`config.mk`:
```
export PLATFORM = sky130hd
export DESIGN_NAME = wav_header_parser_sample_extractor
export DESIGN_NICKNAME = d
export VERILOG_FILES = /design/src/rtl/wav_hdr_pkg.sv /design/src/rtl/wav_hdr_core.sv /design/src/rtl/wav_hdr_obuf.sv /design/src/rtl/wav_header_parser_sample_extractor.sv
export VERILOG_INCLUDE_DIRS = /design/src /design/src/rtl
export SDC_FILE = /design/constraint.sdc
export NUM_CORES = 2
export LEC_CHECK = 0
export ABC_AREA = 1
export BUFFER_PORTS_ARGS = -buffer_cell sky130_fd_sc_hd__buf_2
export CELL_PAD_IN_SITES_DETAIL_PLACEMENT = 2
export CELL_PAD_IN_SITES_GLOBAL_PLACEMENT = 2
export CORE_UTILIZATION = 40
export CTS_CLUSTER_DIAMETER = 200
export DETAILED_ROUTE_END_ITERATION = 10
export GPL_TIMING_DRIVEN = 0
export PLACE_DENSITY = 0.95
export SLEW_MARGIN = 30
export SYNTH_ARGS = -nofsm -noshare
export SYNTH_HDL_FRONTEND = slang
export SYNTH_SLANG_ARGS = --single-unit
```
`constraint.sdc`:
```
create_clock -name clk -period 37 [get_ports clk]
set_input_delay 1.85 -clock clk [delete_from_list [all_inputs] [get_ports clk]]
set_output_delay 1.85 -clock clk [all_outputs]
set_load 0.01 [all_outputs]
```
`src/rtl/wav_header_parser_sample_extractor_macros.svh`:
```
// assertion macros used by the rtl of the wav header parser
`ifndef WAV_HEADER_PARSER_SAMPLE_EXTRACTOR_MACROS_SVH
`define WAV_HEADER_PARSER_SAMPLE_EXTRACTOR_MACROS_SVH

// property that must hold at every clock edge outside reset
`define WAVH_ASSERT(label, prop, msg) \
    label: assert property (@(posedge clk) disable iff (!rst_n) prop) else $error(msg);

// condition in one cycle implies a condition in the next
`define WAVH_ASSERT_NEXT(label, cond, nxt, msg) \
    label: assert property (@(posedge clk) disable iff (!rst_n) (cond) |=> (nxt)) \
        else $error(msg);

`endif

```
`src/rtl/wav_hdr_pkg.sv`:
```
// ----------------------------------------------------------------------------
// wav_hdr_pkg
// types, codes and constants of the wav header parser and sample extractor
// ----------------------------------------------------------------------------
package wav_hdr_pkg;

    typedef struct packed {
        logic [7:0] data_byte;
        logic       start_of_file;
        logic       end_of_file;
    } wav_in_t;

    typedef struct packed {
        logic [1:0]         result_kind;
        logic [2:0]         error_code;
        logic [15:0]        format_code;
        logic [15:0]        channel_count;
        logic [31:0]        sample_rate;
        logic [31:0]        byte_rate;
        logic [15:0]        block_align;
        logic [15:0]        bits_per_sample;
        logic [31:0]        data_size;
        logic signed [15:0] sample_value;
        logic               last_sample;
    } wav_out_t;

    typedef enum logic [3:0] {
        PH_RIFF   = 4'd0,
        PH_RSIZE  = 4'd1,
        PH_WAVE   = 4'd2,
        PH_FMT    = 4'd3,
        PH_FLEN   = 4'd4,
        PH_FIELDS = 4'd5,
        PH_EXTLEN = 4'd6,
        PH_EXT    = 4'd7,
        PH_SKIP   = 4'd8,
        PH_CID    = 4'd9,
        PH_CLEN   = 4'd10,
        PH_DATA   = 4'd11,
        PH_IDLE   = 4'd12
    } phase_t;

    typedef enum logic [1:0] {
        KIND_HEADER = 2'd0,
        KIND_SAMPLE = 2'd1,
        KIND_ERROR  = 2'd2
    } kind_t;

    typedef enum logic [2:0] {
        ERR_NONE        = 3'd0,
        ERR_RIFF        = 3'd1,
        ERR_WAVE        = 3'd2,
        ERR_FMT         = 3'd3,
        ERR_NO_DATA     = 3'd4,
        ERR_UNSUPPORTED = 3'd5,
        ERR_TRUNCATED   = 3'd6
    } err_t;

    typedef struct packed {
        phase_t phase;
        logic   frames_zero;
        logic   align_legal;
    } wav_status_t;

    localparam logic [31:0] TAG_RIFF       = 32'h52494646;
    localparam logic [31:0] TAG_WAVE       = 32'h57415645;
    localparam logic [23:0] TAG_FMT        = 24'h666D74;
    localparam logic [31:0] TAG_DATA       = 32'h64617461;
    localparam logic [15:0] FMT_EXTENSIBLE = 16'hFFFE;
    localparam logic [15:0] FMT_PCM        = 16'h0001;
    localparam logic [15:0] EXT_MIN_LEN    = 16'd22;
    localparam logic [15:0] BITS_16        = 16'd16;
    localparam logic [15:0] ALIGN_MONO     = 16'd2;
    localparam logic [15:0] ALIGN_STEREO   = 16'd4;
    localparam logic [4:0]  GUID_FIRST     = 5'd6;
    localparam logic [4:0]  EXT_BYTES      = 5'd22;
    localparam logic [4:0]  FIELD_BYTES    = 5'd16;
    localparam logic [31:0] CONSUMED_BASE  = 32'd16;
    localparam logic [31:0] CONSUMED_EXTLN = 32'd18;
    localparam logic [31:0] CONSUMED_EXT   = 32'd40;

    // sub-format guid of integer pcm
    function automatic logic [7:0] pcm_guid_byte(input logic [3:0] idx);
        logic [7:0] v;
        unique case (idx)
            4'd0:  v = 8'h01;
            4'd1:  v = 8'h00;
            4'd2:  v = 8'h00;
            4'd3:  v = 8'h00;
            4'd4:  v = 8'h00;
            4'd5:  v = 8'h00;
            4'd6:  v = 8'h10;
            4'd7:  v = 8'h00;
            4'd8:  v = 8'h80;
            4'd9:  v = 8'h00;
            4'd10: v = 8'h00;
            4'd11: v = 8'haa;
            4'd12: v = 8'h00;
            4'd13: v = 8'h38;
            4'd14: v = 8'h9b;
            4'd15: v = 8'h71;
        endcase
        return v;
    endfunction

endpackage

```
`src/rtl/wav_hdr_core.sv`:
```
// ----------------------------------------------------------------------------
// wav_hdr_core
// parser state registers and the one-byte step that produces at most one result
// ----------------------------------------------------------------------------
module wav_hdr_core (
    input  logic                    clk,
    input  logic                    rst_n,
    input  logic                    accept,
    input  wav_hdr_pkg::wav_in_t    in_item,
    output logic                    emit,
    output wav_hdr_pkg::wav_out_t   result,
    output wav_hdr_pkg::wav_status_t status
);
    import wav_hdr_pkg::*;

    phase_t      phase_reg, phase_next, phase_step, cur_phase;
    logic [4:0]  pos_reg, pos_next, cur_pos, pos_inc;
    logic [31:0] tag_reg, tag_next, cur_tag, tag_new;
    logic [31:0] field_reg, field_next, cur_field, field_put;
    logic [31:0] skip_reg, skip_next, cur_skip, skip_begin, consumed;
    logic [31:0] flen_reg, flen_next, cur_flen;
    logic        guid_reg, guid_next, cur_guid;
    logic [15:0] fmt_reg, fmt_next, cur_fmt;
    logic [15:0] ch_reg, ch_next, cur_ch;
    logic [31:0] rate_reg, rate_next, cur_rate;
    logic [31:0] brate_reg, brate_next, cur_brate;
    logic [15:0] ba_reg, ba_next, cur_ba;
    logic [15:0] bits_reg, bits_next, cur_bits;
    logic [31:0] dsize_reg, dsize_next, cur_dsize;
    logic [31:0] frames_reg, frames_next, cur_frames;
    logic [1:0]  fbi_reg, fbi_next, cur_fbi;
    logic [2:0]  fbi_inc;
    logic [7:0]  low_reg, low_next, cur_low;
    logic [7:0]  b;
    logic [3:0]  p;
    logic        unsupported;
    kind_t       kind;
    err_t        err;
    logic        sample_out;
    logic        last_out;

    assign b = in_item.data_byte;

    // a start-of-file byte sees the reset state
    always_comb
    begin
        if (in_item.start_of_file)
        begin
            cur_phase  = PH_RIFF;
            cur_pos    = '0;
            cur_tag    = '0;
            cur_field  = '0;
            cur_skip   = '0;
            cur_flen   = '0;
            cur_guid   = 1'b1;
            cur_fmt    = '0;
            cur_ch     = '0;
            cur_rate   = '0;
            cur_brate  = '0;
            cur_ba     = '0;
            cur_bits   = '0;
            cur_dsize  = '0;
            cur_frames = '0;
            cur_fbi    = '0;
            cur_low    = '0;
        end
        else
        begin
            cur_phase  = phase_reg;
            cur_pos    = pos_reg;
            cur_tag    = tag_reg;
            cur_field  = field_reg;
            cur_skip   = skip_reg;
            cur_flen   = flen_reg;
            cur_guid   = guid_reg;
            cur_fmt    = fmt_reg;
            cur_ch     = ch_reg;
            cur_rate   = rate_reg;
            cur_brate  = brate_reg;
            cur_ba     = ba_reg;
            cur_bits   = bits_reg;
            cur_dsize  = dsize_reg;
            cur_frames = frames_reg;
            cur_fbi    = fbi_reg;
            cur_low    = low_reg;
        end
    end

    assign tag_new = {cur_tag[23:0], b};
    assign pos_inc = cur_pos + 5'd1;
    assign p       = cur_pos[3:0];
    assign fbi_inc = {1'b0, cur_fbi} + 3'd1;

    always_comb
    begin
        field_put = cur_field;
        field_put[{cur_pos[1:0], 3'b000} +: 8] = b;
    end

    // bytes of the fmt chunk already read when the remainder skip starts
    always_comb
    begin
        priority if (cur_phase == PH_FIELDS)
            consumed = CONSUMED_BASE;
        else if (cur_phase == PH_EXTLEN)
            consumed = CONSUMED_EXTLN;
        else
            consumed = CONSUMED_EXT;
    end

    assign skip_begin  = (cur_flen > consumed) ? (cur_flen - consumed) : '0;
    assign unsupported = (cur_bits != BITS_16) ||
                         ((cur_ba != ALIGN_MONO) && (cur_ba != ALIGN_STEREO));

    // next state
    always_comb
    begin
        phase_step  = cur_phase;
        pos_next    = cur_pos;
        tag_next    = cur_tag;
        field_next  = cur_field;
        skip_next   = cur_skip;
        flen_next   = cur_flen;
        guid_next   = cur_guid;
        fmt_next    = cur_fmt;
        ch_next     = cur_ch;
        rate_next   = cur_rate;
        brate_next  = cur_brate;
        ba_next     = cur_ba;
        bits_next   = cur_bits;
        dsize_next  = cur_dsize;
        frames_next = cur_frames;
        fbi_next    = cur_fbi;
        low_next    = cur_low;

        unique case (cur_phase)
            PH_RIFF, PH_WAVE, PH_FMT, PH_CID:
            begin
                tag_next = tag_new;
                pos_next = pos_inc;
                if (cur_pos == 5'd3)
                begin
                    pos_next = '0;
                    unique case (cur_phase)
                        PH_RIFF:
                            phase_step = (tag_new == TAG_RIFF) ? PH_RSIZE : PH_IDLE;
                        PH_WAVE:
                            phase_step = (tag_new == TAG_WAVE) ? PH_FMT : PH_IDLE;
                        PH_FMT:
                        begin
                            if (tag_new[31:8] == TAG_FMT)
                            begin
                                field_next = '0;
                                phase_step = PH_FLEN;
                            end
                            else
                                phase_step = PH_IDLE;
                        end
                        default:
                        begin
                            field_next = '0;
                            phase_step = PH_CLEN;
                        end
                    endcase
                end
            end
            PH_RSIZE:
            begin
                pos_next = pos_inc;
                if (cur_pos == 5'd3)
                begin
                    pos_next   = '0;
                    phase_step = PH_WAVE;
                end
            end
            PH_FLEN:
            begin
                field_next = field_put;
                pos_next   = pos_inc;
                if (cur_pos == 5'd3)
                begin
                    pos_next   = '0;
                    flen_next  = field_put;
                    field_next = '0;
                    phase_step = PH_FIELDS;
                end
            end
            PH_FIELDS:
            begin
                priority if (p < 4'd2)
                    fmt_next[{p[0], 3'b000} +: 8] = b;
                else if (p < 4'd4)
                    ch_next[{p[0], 3'b000} +: 8] = b;
                else if (p < 4'd8)
                    rate_next[{p[1:0], 3'b000} +: 8] = b;
                else if (p < 4'd12)
                    brate_next[{p[1:0], 3'b000} +: 8] = b;
                else if (p < 4'd14)
                    ba_next[{p[0], 3'b000} +: 8] = b;
                else
                    bits_next[{p[0], 3'b000} +: 8] = b;
                pos_next = pos_inc;
                if (pos_inc == FIELD_BYTES)
                begin
                    pos_next = '0;
                    if (fmt_next == FMT_EXTENSIBLE)
                    begin
                        field_next = '0;
                        phase_step = PH_EXTLEN;
                    end
                    else
                    begin
                        skip_next  = skip_begin;
                        phase_step = (skip_begin != '0) ? PH_SKIP : PH_CID;
                    end
                end
            end
            PH_EXTLEN:
            begin
                field_next = field_put;
                pos_next   = pos_inc;
                if (cur_pos == 5'd1)
                begin
                    pos_next   = '0;
                    field_next = '0;
                    if (field_put[15:0] >= EXT_MIN_LEN)
                    begin
                        guid_next  = 1'b1;
                        phase_step = PH_EXT;
                    end
                    else
                    begin
                        skip_next  = skip_begin;
                        phase_step = (skip_begin != '0) ? PH_SKIP : PH_CID;
                    end
                end
            end
            PH_EXT:
            begin
                if ((cur_pos >= GUID_FIRST) && (cur_pos < EXT_BYTES) &&
                    (b != pcm_guid_byte(4'(cur_pos - GUID_FIRST))))
                    guid_next = 1'b0;
                pos_next = pos_inc;
                if (pos_inc == EXT_BYTES)
                begin
                    if (guid_next)
                        fmt_next = FMT_PCM;
                    pos_next   = '0;
                    skip_next  = skip_begin;
                    phase_step = (skip_begin != '0) ? PH_SKIP : PH_CID;
                end
            end
            PH_SKIP:
            begin
                skip_next = cur_skip - 32'd1;
                if (cur_skip == 32'd1)
                    phase_step = PH_CID;
            end
            PH_CLEN:
            begin
                field_next = field_put;
                pos_next   = pos_inc;
                if (cur_pos == 5'd3)
                begin
                    pos_next   = '0;
                    field_next = '0;
                    if (cur_tag == TAG_DATA)
                    begin
                        dsize_next = field_put;
                        if (unsupported)
                            phase_step = PH_IDLE;
                        else
                        begin
                            // block align is 2 or 4 here, so the divide is a shift
                            frames_next = (cur_ba == ALIGN_STEREO) ? (field_put >> 2)
                                                                   : (field_put >> 1);
                            fbi_next    = '0;
                            phase_step  = (frames_next != '0) ? PH_DATA : PH_IDLE;
                        end
                    end
                    else
                    begin
                        skip_next  = field_put;
                        phase_step = (field_put != '0) ? PH_SKIP : PH_CID;
                    end
                end
            end
            PH_DATA:
            begin
                if (cur_fbi == 2'd0)
                    low_next = b;
                else if (cur_fbi == 2'd1)
                begin
                    frames_next = cur_frames - 32'd1;
                    if (cur_frames == 32'd1)
                        phase_step = PH_IDLE;
                end
                fbi_next = ({13'd0, fbi_inc} >= cur_ba) ? 2'd0 : fbi_inc[1:0];
            end
            default:
                phase_step = PH_IDLE;
        endcase

        phase_next = in_item.end_of_file ? PH_IDLE : phase_step;
    end

    // result of this byte
    always_comb
    begin
        emit       = 1'b0;
        kind       = KIND_HEADER;
        err        = ERR_NONE;
        sample_out = 1'b0;
        last_out   = 1'b0;

        unique case (cur_phase)
            PH_RIFF:
                if ((cur_pos == 5'd3) && (tag_new != TAG_RIFF))
                begin
                    emit = 1'b1;
                    kind = KIND_ERROR;
                    err  = ERR_RIFF;
                end
            PH_WAVE:
                if ((cur_pos == 5'd3) && (tag_new != TAG_WAVE))
                begin
                    emit = 1'b1;
                    kind = KIND_ERROR;
                    err  = ERR_WAVE;
                end
            PH_FMT:
                if ((cur_pos == 5'd3) && (tag_new[31:8] != TAG_FMT))
                begin
                    emit = 1'b1;
                    kind = KIND_ERROR;
                    err  = ERR_FMT;
                end
            PH_CLEN:
                if ((cur_pos == 5'd3) && (cur_tag == TAG_DATA))
                begin
                    emit = 1'b1;
                    if (unsupported)
                    begin
                        kind = KIND_ERROR;
                        err  = ERR_UNSUPPORTED;
                    end
                end
            PH_DATA:
                if (cur_fbi == 2'd1)
                begin
                    emit       = 1'b1;
                    kind       = KIND_SAMPLE;
                    sample_out = 1'b1;
                    last_out   = (cur_frames == 32'd1);
                end
            default:
                emit = 1'b0;
        endcase

        // end of file in the sample data overrides this byte's result, or reports where the header stopped
        if (in_item.end_of_file)
        begin
            if (phase_step == PH_DATA)
            begin
                emit       = 1'b1;
                kind       = KIND_ERROR;
                err        = ERR_TRUNCATED;
                sample_out = 1'b0;
                last_out   = 1'b0;
            end
            else if ((phase_step != PH_IDLE) && !emit)
            begin
                emit = 1'b1;
                kind = KIND_ERROR;
                priority if (phase_step == PH_RIFF)
                    err = ERR_RIFF;
                else if ((phase_step == PH_RSIZE) || (phase_step == PH_WAVE))
                    err = ERR_WAVE;
                else if (phase_step == PH_FMT)
                    err = ERR_FMT;
                else
                    err = ERR_NO_DATA;
            end
        end
    end

    always_comb
    begin
        result.result_kind     = kind;
        result.error_code      = err;
        result.format_code     = fmt_next;
        result.channel_count   = ch_next;
        result.sample_rate     = rate_next;
        result.byte_rate       = brate_next;
        result.block_align     = ba_next;
        result.bits_per_sample = bits_next;
        result.data_size       = dsize_next;
        result.sample_value    = sample_out ? signed'({b, cur_low}) : 16'sd0;
        result.last_sample     = last_out;
    end

    always_ff @(posedge clk or negedge rst_n)
    begin
        if (!rst_n)
        begin
            phase_reg  <= PH_RIFF;
            pos_reg    <= '0;
            tag_reg    <= '0;
            field_reg  <= '0;
            skip_reg   <= '0;
            flen_reg   <= '0;
            guid_reg   <= 1'b1;
            fmt_reg    <= '0;
            ch_reg     <= '0;
            rate_reg   <= '0;
            brate_reg  <= '0;
            ba_reg     <= '0;
            bits_reg   <= '0;
            dsize_reg  <= '0;
            frames_reg <= '0;
            fbi_reg    <= '0;
            low_reg    <= '0;
        end
        else if (accept)
        begin
            phase_reg  <= phase_next;
            pos_reg    <= pos_next;
            tag_reg    <= tag_next;
            field_reg  <= field_next;
            skip_reg   <= skip_next;
            flen_reg   <= flen_next;
            guid_reg   <= guid_next;
            fmt_reg    <= fmt_next;
            ch_reg     <= ch_next;
            rate_reg   <= rate_next;
            brate_reg  <= brate_next;
            ba_reg     <= ba_next;
            bits_reg   <= bits_next;
            dsize_reg  <= dsize_next;
            frames_reg <= frames_next;
            fbi_reg    <= fbi_next;
            low_reg    <= low_next;
        end
    end

    assign status.phase       = phase_reg;
    assign status.frames_zero = (frames_reg == '0);
    assign status.align_legal = (ba_reg == ALIGN_MONO) || (ba_reg == ALIGN_STEREO);

endmodule

```
`src/rtl/wav_hdr_obuf.sv`:
```
// ----------------------------------------------------------------------------
// wav_hdr_obuf
// two-entry result buffer: output register plus skid entry
// ----------------------------------------------------------------------------
module wav_hdr_obuf (
    input  logic                  clk,
    input  logic                  rst_n,
    input  logic                  push,
    input  wav_hdr_pkg::wav_out_t push_data,
    output logic                  has_room,
    output logic                  out_valid,
    input  logic                  out_ready,
    output wav_hdr_pkg::wav_out_t out_data
);
    import wav_hdr_pkg::*;

    wav_out_t head_reg;
    wav_out_t skid_reg;
    logic     head_valid_reg;
    logic     skid_valid_reg;
    logic     pop;

    assign pop       = head_valid_reg && out_ready;
    // one push a cycle at most, so a free skid entry is always enough room
    assign has_room  = !skid_valid_reg;
    assign out_valid = head_valid_reg;
    assign out_data  = head_reg;

    always_ff @(posedge clk or negedge rst_n)
    begin
        if (!rst_n)
        begin
            head_valid_reg <= 1'b0;
            skid_valid_reg <= 1'b0;
        end
        else
        begin
            if (pop)
            begin
                if (skid_valid_reg)
                    skid_valid_reg <= push;
                else
                    head_valid_reg <= push;
            end
            else if (push)
            begin
                if (head_valid_reg)
                    skid_valid_reg <= 1'b1;
                else
                    head_valid_reg <= 1'b1;
            end
        end
    end

    always_ff @(posedge clk)
    begin
        if (pop)
        begin
            if (skid_valid_reg)
            begin
                head_reg <= skid_reg;
                if (push)
                    skid_reg <= push_data;
            end
            else if (push)
                head_reg <= push_data;
        end
        else if (push)
        begin
            if (head_valid_reg)
                skid_reg <= push_data;
            else
                head_reg <= push_data;
        end
    end

endmodule

```
`src/rtl/wav_header_parser_sample_extractor.sv`:
```
// ----------------------------------------------------------------------------
// wav_header_parser_sample_extractor
// walks a wav file byte by byte, reports the fmt header and first-channel samples
// ----------------------------------------------------------------------------
//  channel  | signals                        | moves
//  ---------+--------------------------------+------------------------------
//  in       | in_valid / in_ready / in_data  | one file byte per request
//  out      | out_valid / out_ready / out_data | header, sample or error
//
//  one byte is taken per cycle while in_ready is high; the parser step is a
//  single pass from the state registers into the two-entry result buffer.
//  in_ready drops only when both result entries are held by a stalled sink
//  reset returns the parser to the riff tag check with an empty buffer
// ----------------------------------------------------------------------------
`include "wav_header_parser_sample_extractor_macros.svh"

module wav_header_parser_sample_extractor (
    input  logic                  clk,
    input  logic                  rst_n,
    input  logic                  in_valid,
    output logic                  in_ready,
    input  wav_hdr_pkg::wav_in_t  in_data,
    output logic                  out_valid,
    input  logic                  out_ready,
    output wav_hdr_pkg::wav_out_t out_data
);
    import wav_hdr_pkg::*;

    logic        accept;
    logic        emit;
    logic        push;
    wav_out_t    result;
    wav_status_t status;

    assign accept = in_valid && in_ready;
    assign push   = accept && emit;

    wav_hdr_core u_core (
        .clk     (clk),
        .rst_n   (rst_n),
        .accept  (accept),
        .in_item (in_data),
        .emit    (emit),
        .result  (result),
        .status  (status)
    );

    wav_hdr_obuf u_obuf (
        .clk       (clk),
        .rst_n     (rst_n),
        .push      (push),
        .push_data (result),
        .has_room  (in_ready),
        .out_valid (out_valid),
        .out_ready (out_ready),
        .out_data  (out_data)
    );

    `WAVH_ASSERT(a_stall_needs_results, !in_ready |-> out_valid, "input stalled with no result held")
    `WAVH_ASSERT(a_data_has_frames, (status.phase == PH_DATA) |-> !status.frames_zero, "sample phase with no frames left")
    `WAVH_ASSERT(a_data_align, (status.phase == PH_DATA) |-> status.align_legal, "sample phase with unsupported block align")
    `WAVH_ASSERT_NEXT(a_last_goes_idle, push && (result.result_kind == KIND_SAMPLE) && result.last_sample, status.phase == PH_IDLE, "parser not idle after last sample")

endmodule
```
==> Word-level counts from Yosys, hierarchy flattened <==
Memories as Yosys holds them, arrays and structs flattened.
Cells that the tools add are included.
W data, S select, Z words.
{ "word_totals": {"n_memories": 1, "in_bits": 14, "out_inout_bits": 184, "reg_bits": 706, "mem_bits_ro": 112} }
{ "op_classes": {"eq_ne": 40, "n_shift": 4, "n_lt_le_gt_ge": 10, "mux": 182, "addsub": 8, "reduce_logical": 32} }
{ "mem_list": {"columns": ["memory", "words", "word_bits", "rd", "rd_clocked_by_memory_dff", "wr", "line_no", "rtl"], "rows": [
  ["(no name shown)", 16, 7, 1, 0, 0, "wav_hdr_pkg.sv:85", "unique case (idx)"]
]} }
{ "ops": {"columns": ["op", "n"], "rows": [
  ["$mux W182", 9],
  ["$mux W32", 43],
  ["$mux W16", 24],
  ["$pmux W32 S5", 1],
  ["$pmux W32 S2", 2],
  ["$pmux W32 S4", 1],
  ["$bwmux W32", 3],
  ["$eq A32 B31 Y1 const B", 3],
  ["$reduce_bool A32 Y1", 3],
  ["$mux W4", 20],
  ["$bwmux W16", 4],
  ["$eq A32 B1 Y1 const B", 2],
  ["$ne A32 B31 Y1 const B", 2],
  ["$sub A32 B1 Y32 const B", 2],
  ["$pmux W4 S9", 1],
  ["$gt A32 B32 Y1", 1],
  ["$mux W8", 4],
  ["$pmux W16 S2", 1],
  ["$shift A8 B7 Y32 const A", 1],
  ["$shiftx A8 B7 Y32", 1],
  ["$sub A32 B32 Y32", 1],
  ["$mux W1", 31],
  ["$mux W31", 1],
  ["$mux W2", 15],
  ["55 further kinds", 100]
]} }

==> Longest topological paths before layout <==
{ "depth": {"word_depth": 21, "depth_mapped": 29, "mapped_depth_nobuf": 26} }

==> Modules after synthesis <==
From an unflattened synthesis, not the netlist that was laid out.
{ "unflattened": {"hier_cells": 4875, "area_unflattened_um2": 39301.4} }
{ "by_module_without_submodules": {"columns": ["module", "seq_area_each_um2", "cells_each", "instances", "area_per_inst_um2"], "rows": [
  ["wav_hdr_core", 8509.4, 3858, 1, 25269.2],
  ["wav_hdr_obuf", 10980.5, 1013, 1, 14014.7],
  ["wav_header_parser_sample_extractor", 0.0, 4, 1, 17.5]
]} }

==> Least setup slack after synthesis <==
OpenSTA, ideal clock, no wires.
{ "synth_path": {"path_kind": "input -> register", "from": "input in_data[1] in the netlist's numbering", "to": "register u_obuf.head_reg (netlist bit u_obuf.out_data[0]), enable pin", "path_stages": 19, "path_buffers": 1, "path_slack_ns": 18.412, "setup_time_ns": 1.000, "arrival_time_ns": 17.587, "path_cell_list": "buf_6 -> nor2_1 -> inv_1 -> ha_1 -> nand3_1 -> nor2_1 -> a21oi_1 -> nand2_1 -> nor3_1 -> nand4_1 -> nand2_1 -> nand3_1 -> nor3_2 -> nand2_1 -> nand2_1 -> nand2_2 -> nand2_1 -> nand2_1 -> a21boi_0"} }
{ "synth_via": {"elab_chain_cells": 19, "elab_cells_between_ends": 112} }
{ "synth_rtl": {"columns": ["element", "line_no", "rtl"], "rows": [
  ["start, declared", "wav_header_parser_sample_extractor.sv:22", "input wav_hdr_pkg::wav_in_t in_data,"],
  ["$mux W4 or $mux W5 (tied branches)", "wav_hdr_core.sv:47", "if (in_item.start_of_file)"],
  ["$eq A4 B3 Y1 or $neg A5 Y7 (tied branches)", "wav_hdr_core.sv:105, wav_hdr_core.sv:136, wav_hdr_core.sv:97", null],
  ["$mux W6 (tied with other cells)", "wav_hdr_core.sv:105", "else if (cur_phase == PH_EXTLEN)"],
  ["$mux W32 or $bwmux W32 (tied branches)", "wav_hdr_core.sv:103, wav_hdr_core.sv:97", null],
  ["$sub A32 B32 Y32 (tied with other cells)", "wav_hdr_core.sv:111", "assign skip_begin = (cur_flen > consumed) ? (cur_flen - consumed) : '0;"],
  ["$mux W32 or $reduce_bool A32 Y1 (tied branches)", "wav_hdr_core.sv:111, wav_hdr_core.sv:278", null],
  ["$reduce_bool A32 Y1 or $mux W3 (tied branches)", null, null],
  ["$mux W1 or $mux W4 (tied branches)", null, null],
  ["(+3 left out)", null, null],
  ["$ne A4 B4 Y1", "wav_hdr_core.sv:371", "else if ((phase_step != PH_IDLE) && !emit)"],
  ["$logic_and A1 B1 Y1", "wav_hdr_core.sv:371", null],
  ["$mux W1", "wav_hdr_core.sv:371", null],
  ["$mux W1", "wav_hdr_core.sv:363", "if (phase_step == PH_DATA)"],
  ["$mux W1 (*)", "wav_hdr_core.sv:361", "if (in_item.end_of_file)"],
  ["$logic_and A1 B1 Y1 (*)", "wav_header_parser_sample_extractor.sv:36", "assign push = accept && emit;"],
  ["$reduce_bool A2 Y1 (no line)", null, null],
  ["$reduce_and A3 Y1 (no line) (*)", null, null],
  ["end signal, assigned", "wav_hdr_obuf.sv:61", "head_reg <= skid_reg;"],
  ["end signal, assigned", "wav_hdr_obuf.sv:66", "head_reg <= push_data;"],
  ["end signal, assigned", "wav_hdr_obuf.sv:73", "head_reg <= push_data;"],
  ["end, declared", "wav_hdr_obuf.sv:17", "wav_out_t head_reg;"]
]} }
Every way passes the cells marked *; elsewhere a longest branch is shown, timed or not. The select of a mux whose other input is x is not followed.
A chain may end at the register's enable or synchronous reset.

==> Worst setup path after layout <==
{ "layout_path": {"from": "input in_data[1] in the netlist's numbering", "to": "register u_obuf.head_reg (netlist bit u_obuf.out_data[90]), enable pin"} }
Same word-level chain as after synthesis.

==> Implementation_results.wiki <==
{| class="wikitable"
! Metric !! Value
|-
| Run status || finished with violations
|-
| Failing checks || DRC
|-
| Type of origin of the critical path || input port
|-
| Largest family of logic cells by synthesized area || simple AND/OR/NAND/NOR gates
|-
| Number of instances in the synthesized netlist || 4,761
|-
| Clock network latency to the later pin of the worst-skew pair || 0.73 ns
|-
| Power density normalized to cell area || 41.4 mW/mm^2
|-
| Type of the setup path with the least slack || in -> reg
|-
| Post-CTS sizing || 0
|-
| Ranking of synthesized cells by area || edfxtp_1 (28%), dfrtp_1 (22%), nand2_1 (12%)
|-
| Routing layer with the top usage in global route || met2
|-
| Die Footprint || 0.0971 mm^2
|-
| Clock network fraction of design power || 48.7%
|-
| Number of vias after detailed routing || 44.7k
|-
| Routability congestion estimate from global placement || 1.00
|-
| Xor and xnor fraction of the mapped netlist area || 0.594%
|-
| Maximum clock frequency || 98.3 MHz
|-
| Slowest cell delay on critical path || 0.88 ns
|-
| Global-route track usage on met2 || 75.7%
|-
| Commonest register cell after synthesis || edfxtp_1
|-
| Arrival time at the worst endpoint || 10.54 ns
|-
| CP max FO || 24
|-
| GRT Overall Usage || 50.5%
|-
| Net count of the mapped netlist || 4,797
|-
| Drt first-iter violations || 6,194
|-
| Estimated wirelength of the detail-placed design || 154 mm
|-
| Post-layout instance count excluding filler cells || 6,420
|-
| Max IR drop VDD || 0.0000376 V
|-
| Setup repair after global routing missed its margin || no
|-
| CTS buffer count || 83
|-
| Placed insts || 6,243
|-
| Average size of a mapped cell || 8.06 um^2
|-
| Setup Viol. Count Final || 0
|-
| Fraction of the yosys area taken by sequential cells || 50.8%
|-
| Adder-cell area share of the yosys netlist || 0.718%
|-
| Area share of and/or/nand/nor cells after synthesis || 23.6%
|-
| Headroom to the max-slew limit || 20.1%
|-
| Via count of the first global-routing pass || 47.3k
|-
| Clock-pin slew reported for the worst setup and hold paths after clock tree synthesis || 0.06 ns
|-
| Combinational share of power || 6.5%
|-
| Global route total overflow || 0
|-
| Hold-fix buffer count after cts || 0
|-
| Final Routed Wirelength || 249 mm
|-
| Slowest cell on the critical path || buf_2
|-
| Most common cell after layout, fill and taps aside || nand2_1
|-
| EDFF count, synth || 364
|-
| Portion of synthesized cell area occupied by the leading cell type || 28.5%
|-
| # H-tree levels || 3
|-
| Final critical-path share of the clock period || 27.5%
|-
| Hold Violations, Final || 0
|-
| Critical path required time || 37.37 ns
|-
| Worst hold path class || reg -> reg
|-
| Max-slew violation count || 0
|-
| Endpoint kind of the worst setup timing path || register
|-
| Async set or reset register ratio after synthesis || 48.4%
|-
| TritonCTS clock tree || built
|-
| Ys Warns || 0
|-
| Pin count of the biggest net entering global routing || 74
|-
| Met1 global-route usage || 56.1%
|-
| Routed wire length per instance || 38.7 um
|-
| Post-synthesis compound-gate area fraction || 14.9%
|-
| Buffer cell driving the clock tree root || clkbuf_16
|-
| Part of the power in registers || 44.9%
|-
| Drt via density || 6.96
|-
| Worst slew pin tran || 1.20 ns
|-
| Share of synthesized area spent on multiplexers || 1.04%
|-
| Total negative setup slack || 0 ns
|-
| Static power due to leakage || 19.7 nW
|-
| Final Critical Period || 10.17 ns
|-
| Chip Height || 312 um
|-
| Antenna-violating nets left || 0
|-
| FF+latch count, synth || 706
|-
| Number of nets at the end of the flow || 5,101
|-
| Internal Dissipation || 1.31 mW
|-
| Initial Utilization || 40.4%
|-
| PnR worst setup slack || 26.83 ns
|-
| Synth cell types || 65
|-
| Placement Setup Slack || 27.34 ns
|-
| Top cell type by total area after synthesis || edfxtp_1
|-
| Fill cell total of the finished layout || 10.7k
|-
| Switching power share of the total || 28.3%
|-
| Post-Syn Area || 0.0384 mm^2
|-
| I/O pin count || 198
|-
| Leading cell types in the layout, fill and taps excluded || nand2_1 (1,251), inv_1 (544), nor2_1 (471)
|-
| Max Cap Viol || 0
|-
| Met3 Usage GRT || 19.4%
|-
| CTS Sinks || 706
|-
| DRC violation count after routing || 1
|-
| Synthesis-to-finish area growth || 15.5%
|-
| Number of buffers added on ports || 194
|-
| Fraction of layout instances using a drive strength above 1 || 10.7%
|-
| Number of rows in the core area || 113
|-
| Core Box Area || 0.0950 mm^2
|-
| Antenna violations before repair || 31
|-
| First-pass iteration count of the detailed router || 11
|-
| Psw || 520 uW
|-
| Maximum clock skew at final layout || 0.0584 ns
|-
| Overall die width || 312 um
|-
| Maximum clock path buffer count || 3
|-
| Wire length of the first global-routing pass || 354 mm
|-
| Post CTS Setup Buffer Count || 0
|}
[worst max-delay path, delay by kind of cell]
family | cells | cell delay (ns)
buffers and inverters | 15 | 5.37
AND/OR/NAND/NOR | 12 | 1.87
adder cells (fa/ha/maj) | 1 | 0.33
AO/OA/AOI/OAI | 2 | 0.94
[Yosys cell counts (all sizes together), types with 11 or more instances]
library cell	count
a32oi	22
o21ai	431
clkbuf	162
xor2	24
nor3	59
edfxtp	364
nand4	64
mux2i	40
dfrtp	341
a21oi	247
nor4	25
o21bai	13
a22oi	22
nand3	230
o22ai	47
inv	567
a31oi	47
o221ai	11
buf	76
ha	22
nand2	1284
o211ai	21
o32ai	64
nor2	510
[cells by family (layout without fill, tap and decap cells)]
kind of cell / Yosys count / count (layout)
and+or+nand+nor: 2181 / 2181
AOI/OAI and AO/OA: 976 / 976
buffers and inverters: 810 / 1183
DFF: 706 / 706
muxes: 40 / 40
xor gates and xnor gates: 26 / 26
adders and majority gates: 22 / 22
other: 0 / 21
[metrics by stage]
step                hold slack, ns  total power [mW]  util [%]  cell area [um^2]
global route                 0.512              1.84      46.6             44300
floorplan                    0.443             0.888         -             38400
global placement             0.459             0.933      43.1             40900
finish                       0.489              1.83      46.6             44300
detailed placement           0.475             0.941      43.7             41500
CTS                          0.487              1.81      46.5             44200
[final cells by class]
cell class	instances	area [um^2]	share of cell area, %
antenna	21	52.6	0.119
multi-input combinational	3245	15800	35.7
inverter	572	2160	4.87
clock inverter	34	303	0.683
sequential	706	19500	44.0
timing repair buffer	219	1480	3.35
buffer	238	1060	2.39
clock buffer	120	2370	5.35
tap	1265	1580	3.57
[power groups by stage]
| stage | Clock, mW | Sequential [mW] | Combinational (mW) |
|---|---|---|---|
| 2_1_floorplan | 0 | 0.839 | 0.0488 |
| 3_3_place_gp | 0 | 0.840 | 0.0935 |
| 3_5_place_dp | 0 | 0.839 | 0.102 |
| 4_1_cts | 0.874 | 0.823 | 0.108 |
| 5_1_grt | 0.902 | 0.823 | 0.119 |
| 6_report | 0.892 | 0.823 | 0.118 |
[per-layer routing]
| metal | wire [um] | vias to the layer above |
|---|---|---|
| li1 | - | 16587 |
| met1 | 83600 | 22163 |
| met2 | 107000 | 4234 |
| met3 | 30500 | 1699 |
| met4 | 27100 | 20 |
| met5 | 163 | - |
[worst paths after layout]
check | slack [ns] | depth (start not counted) | start | endpoint
min in group asynchronous | 1.13 | 1 | rst_n | u_core.frames_reg[29]
max reg2reg | 28.02 | 29 | u_core.pos_reg[0] | u_obuf.out_data[90]
max | 26.83 | 30 | in_data[1] | u_obuf.out_data[90]
max in group asynchronous | 34.50 | 3 | rst_n | u_core.ch_reg[2]
min | 0.49 | 2 | u_core.dsize_reg[20] | u_core.dsize_reg[20]
min reg2reg | 0.49 | 2 | u_core.dsize_reg[20] | u_core.dsize_reg[20]
Power figures use the tool's default switching activity.
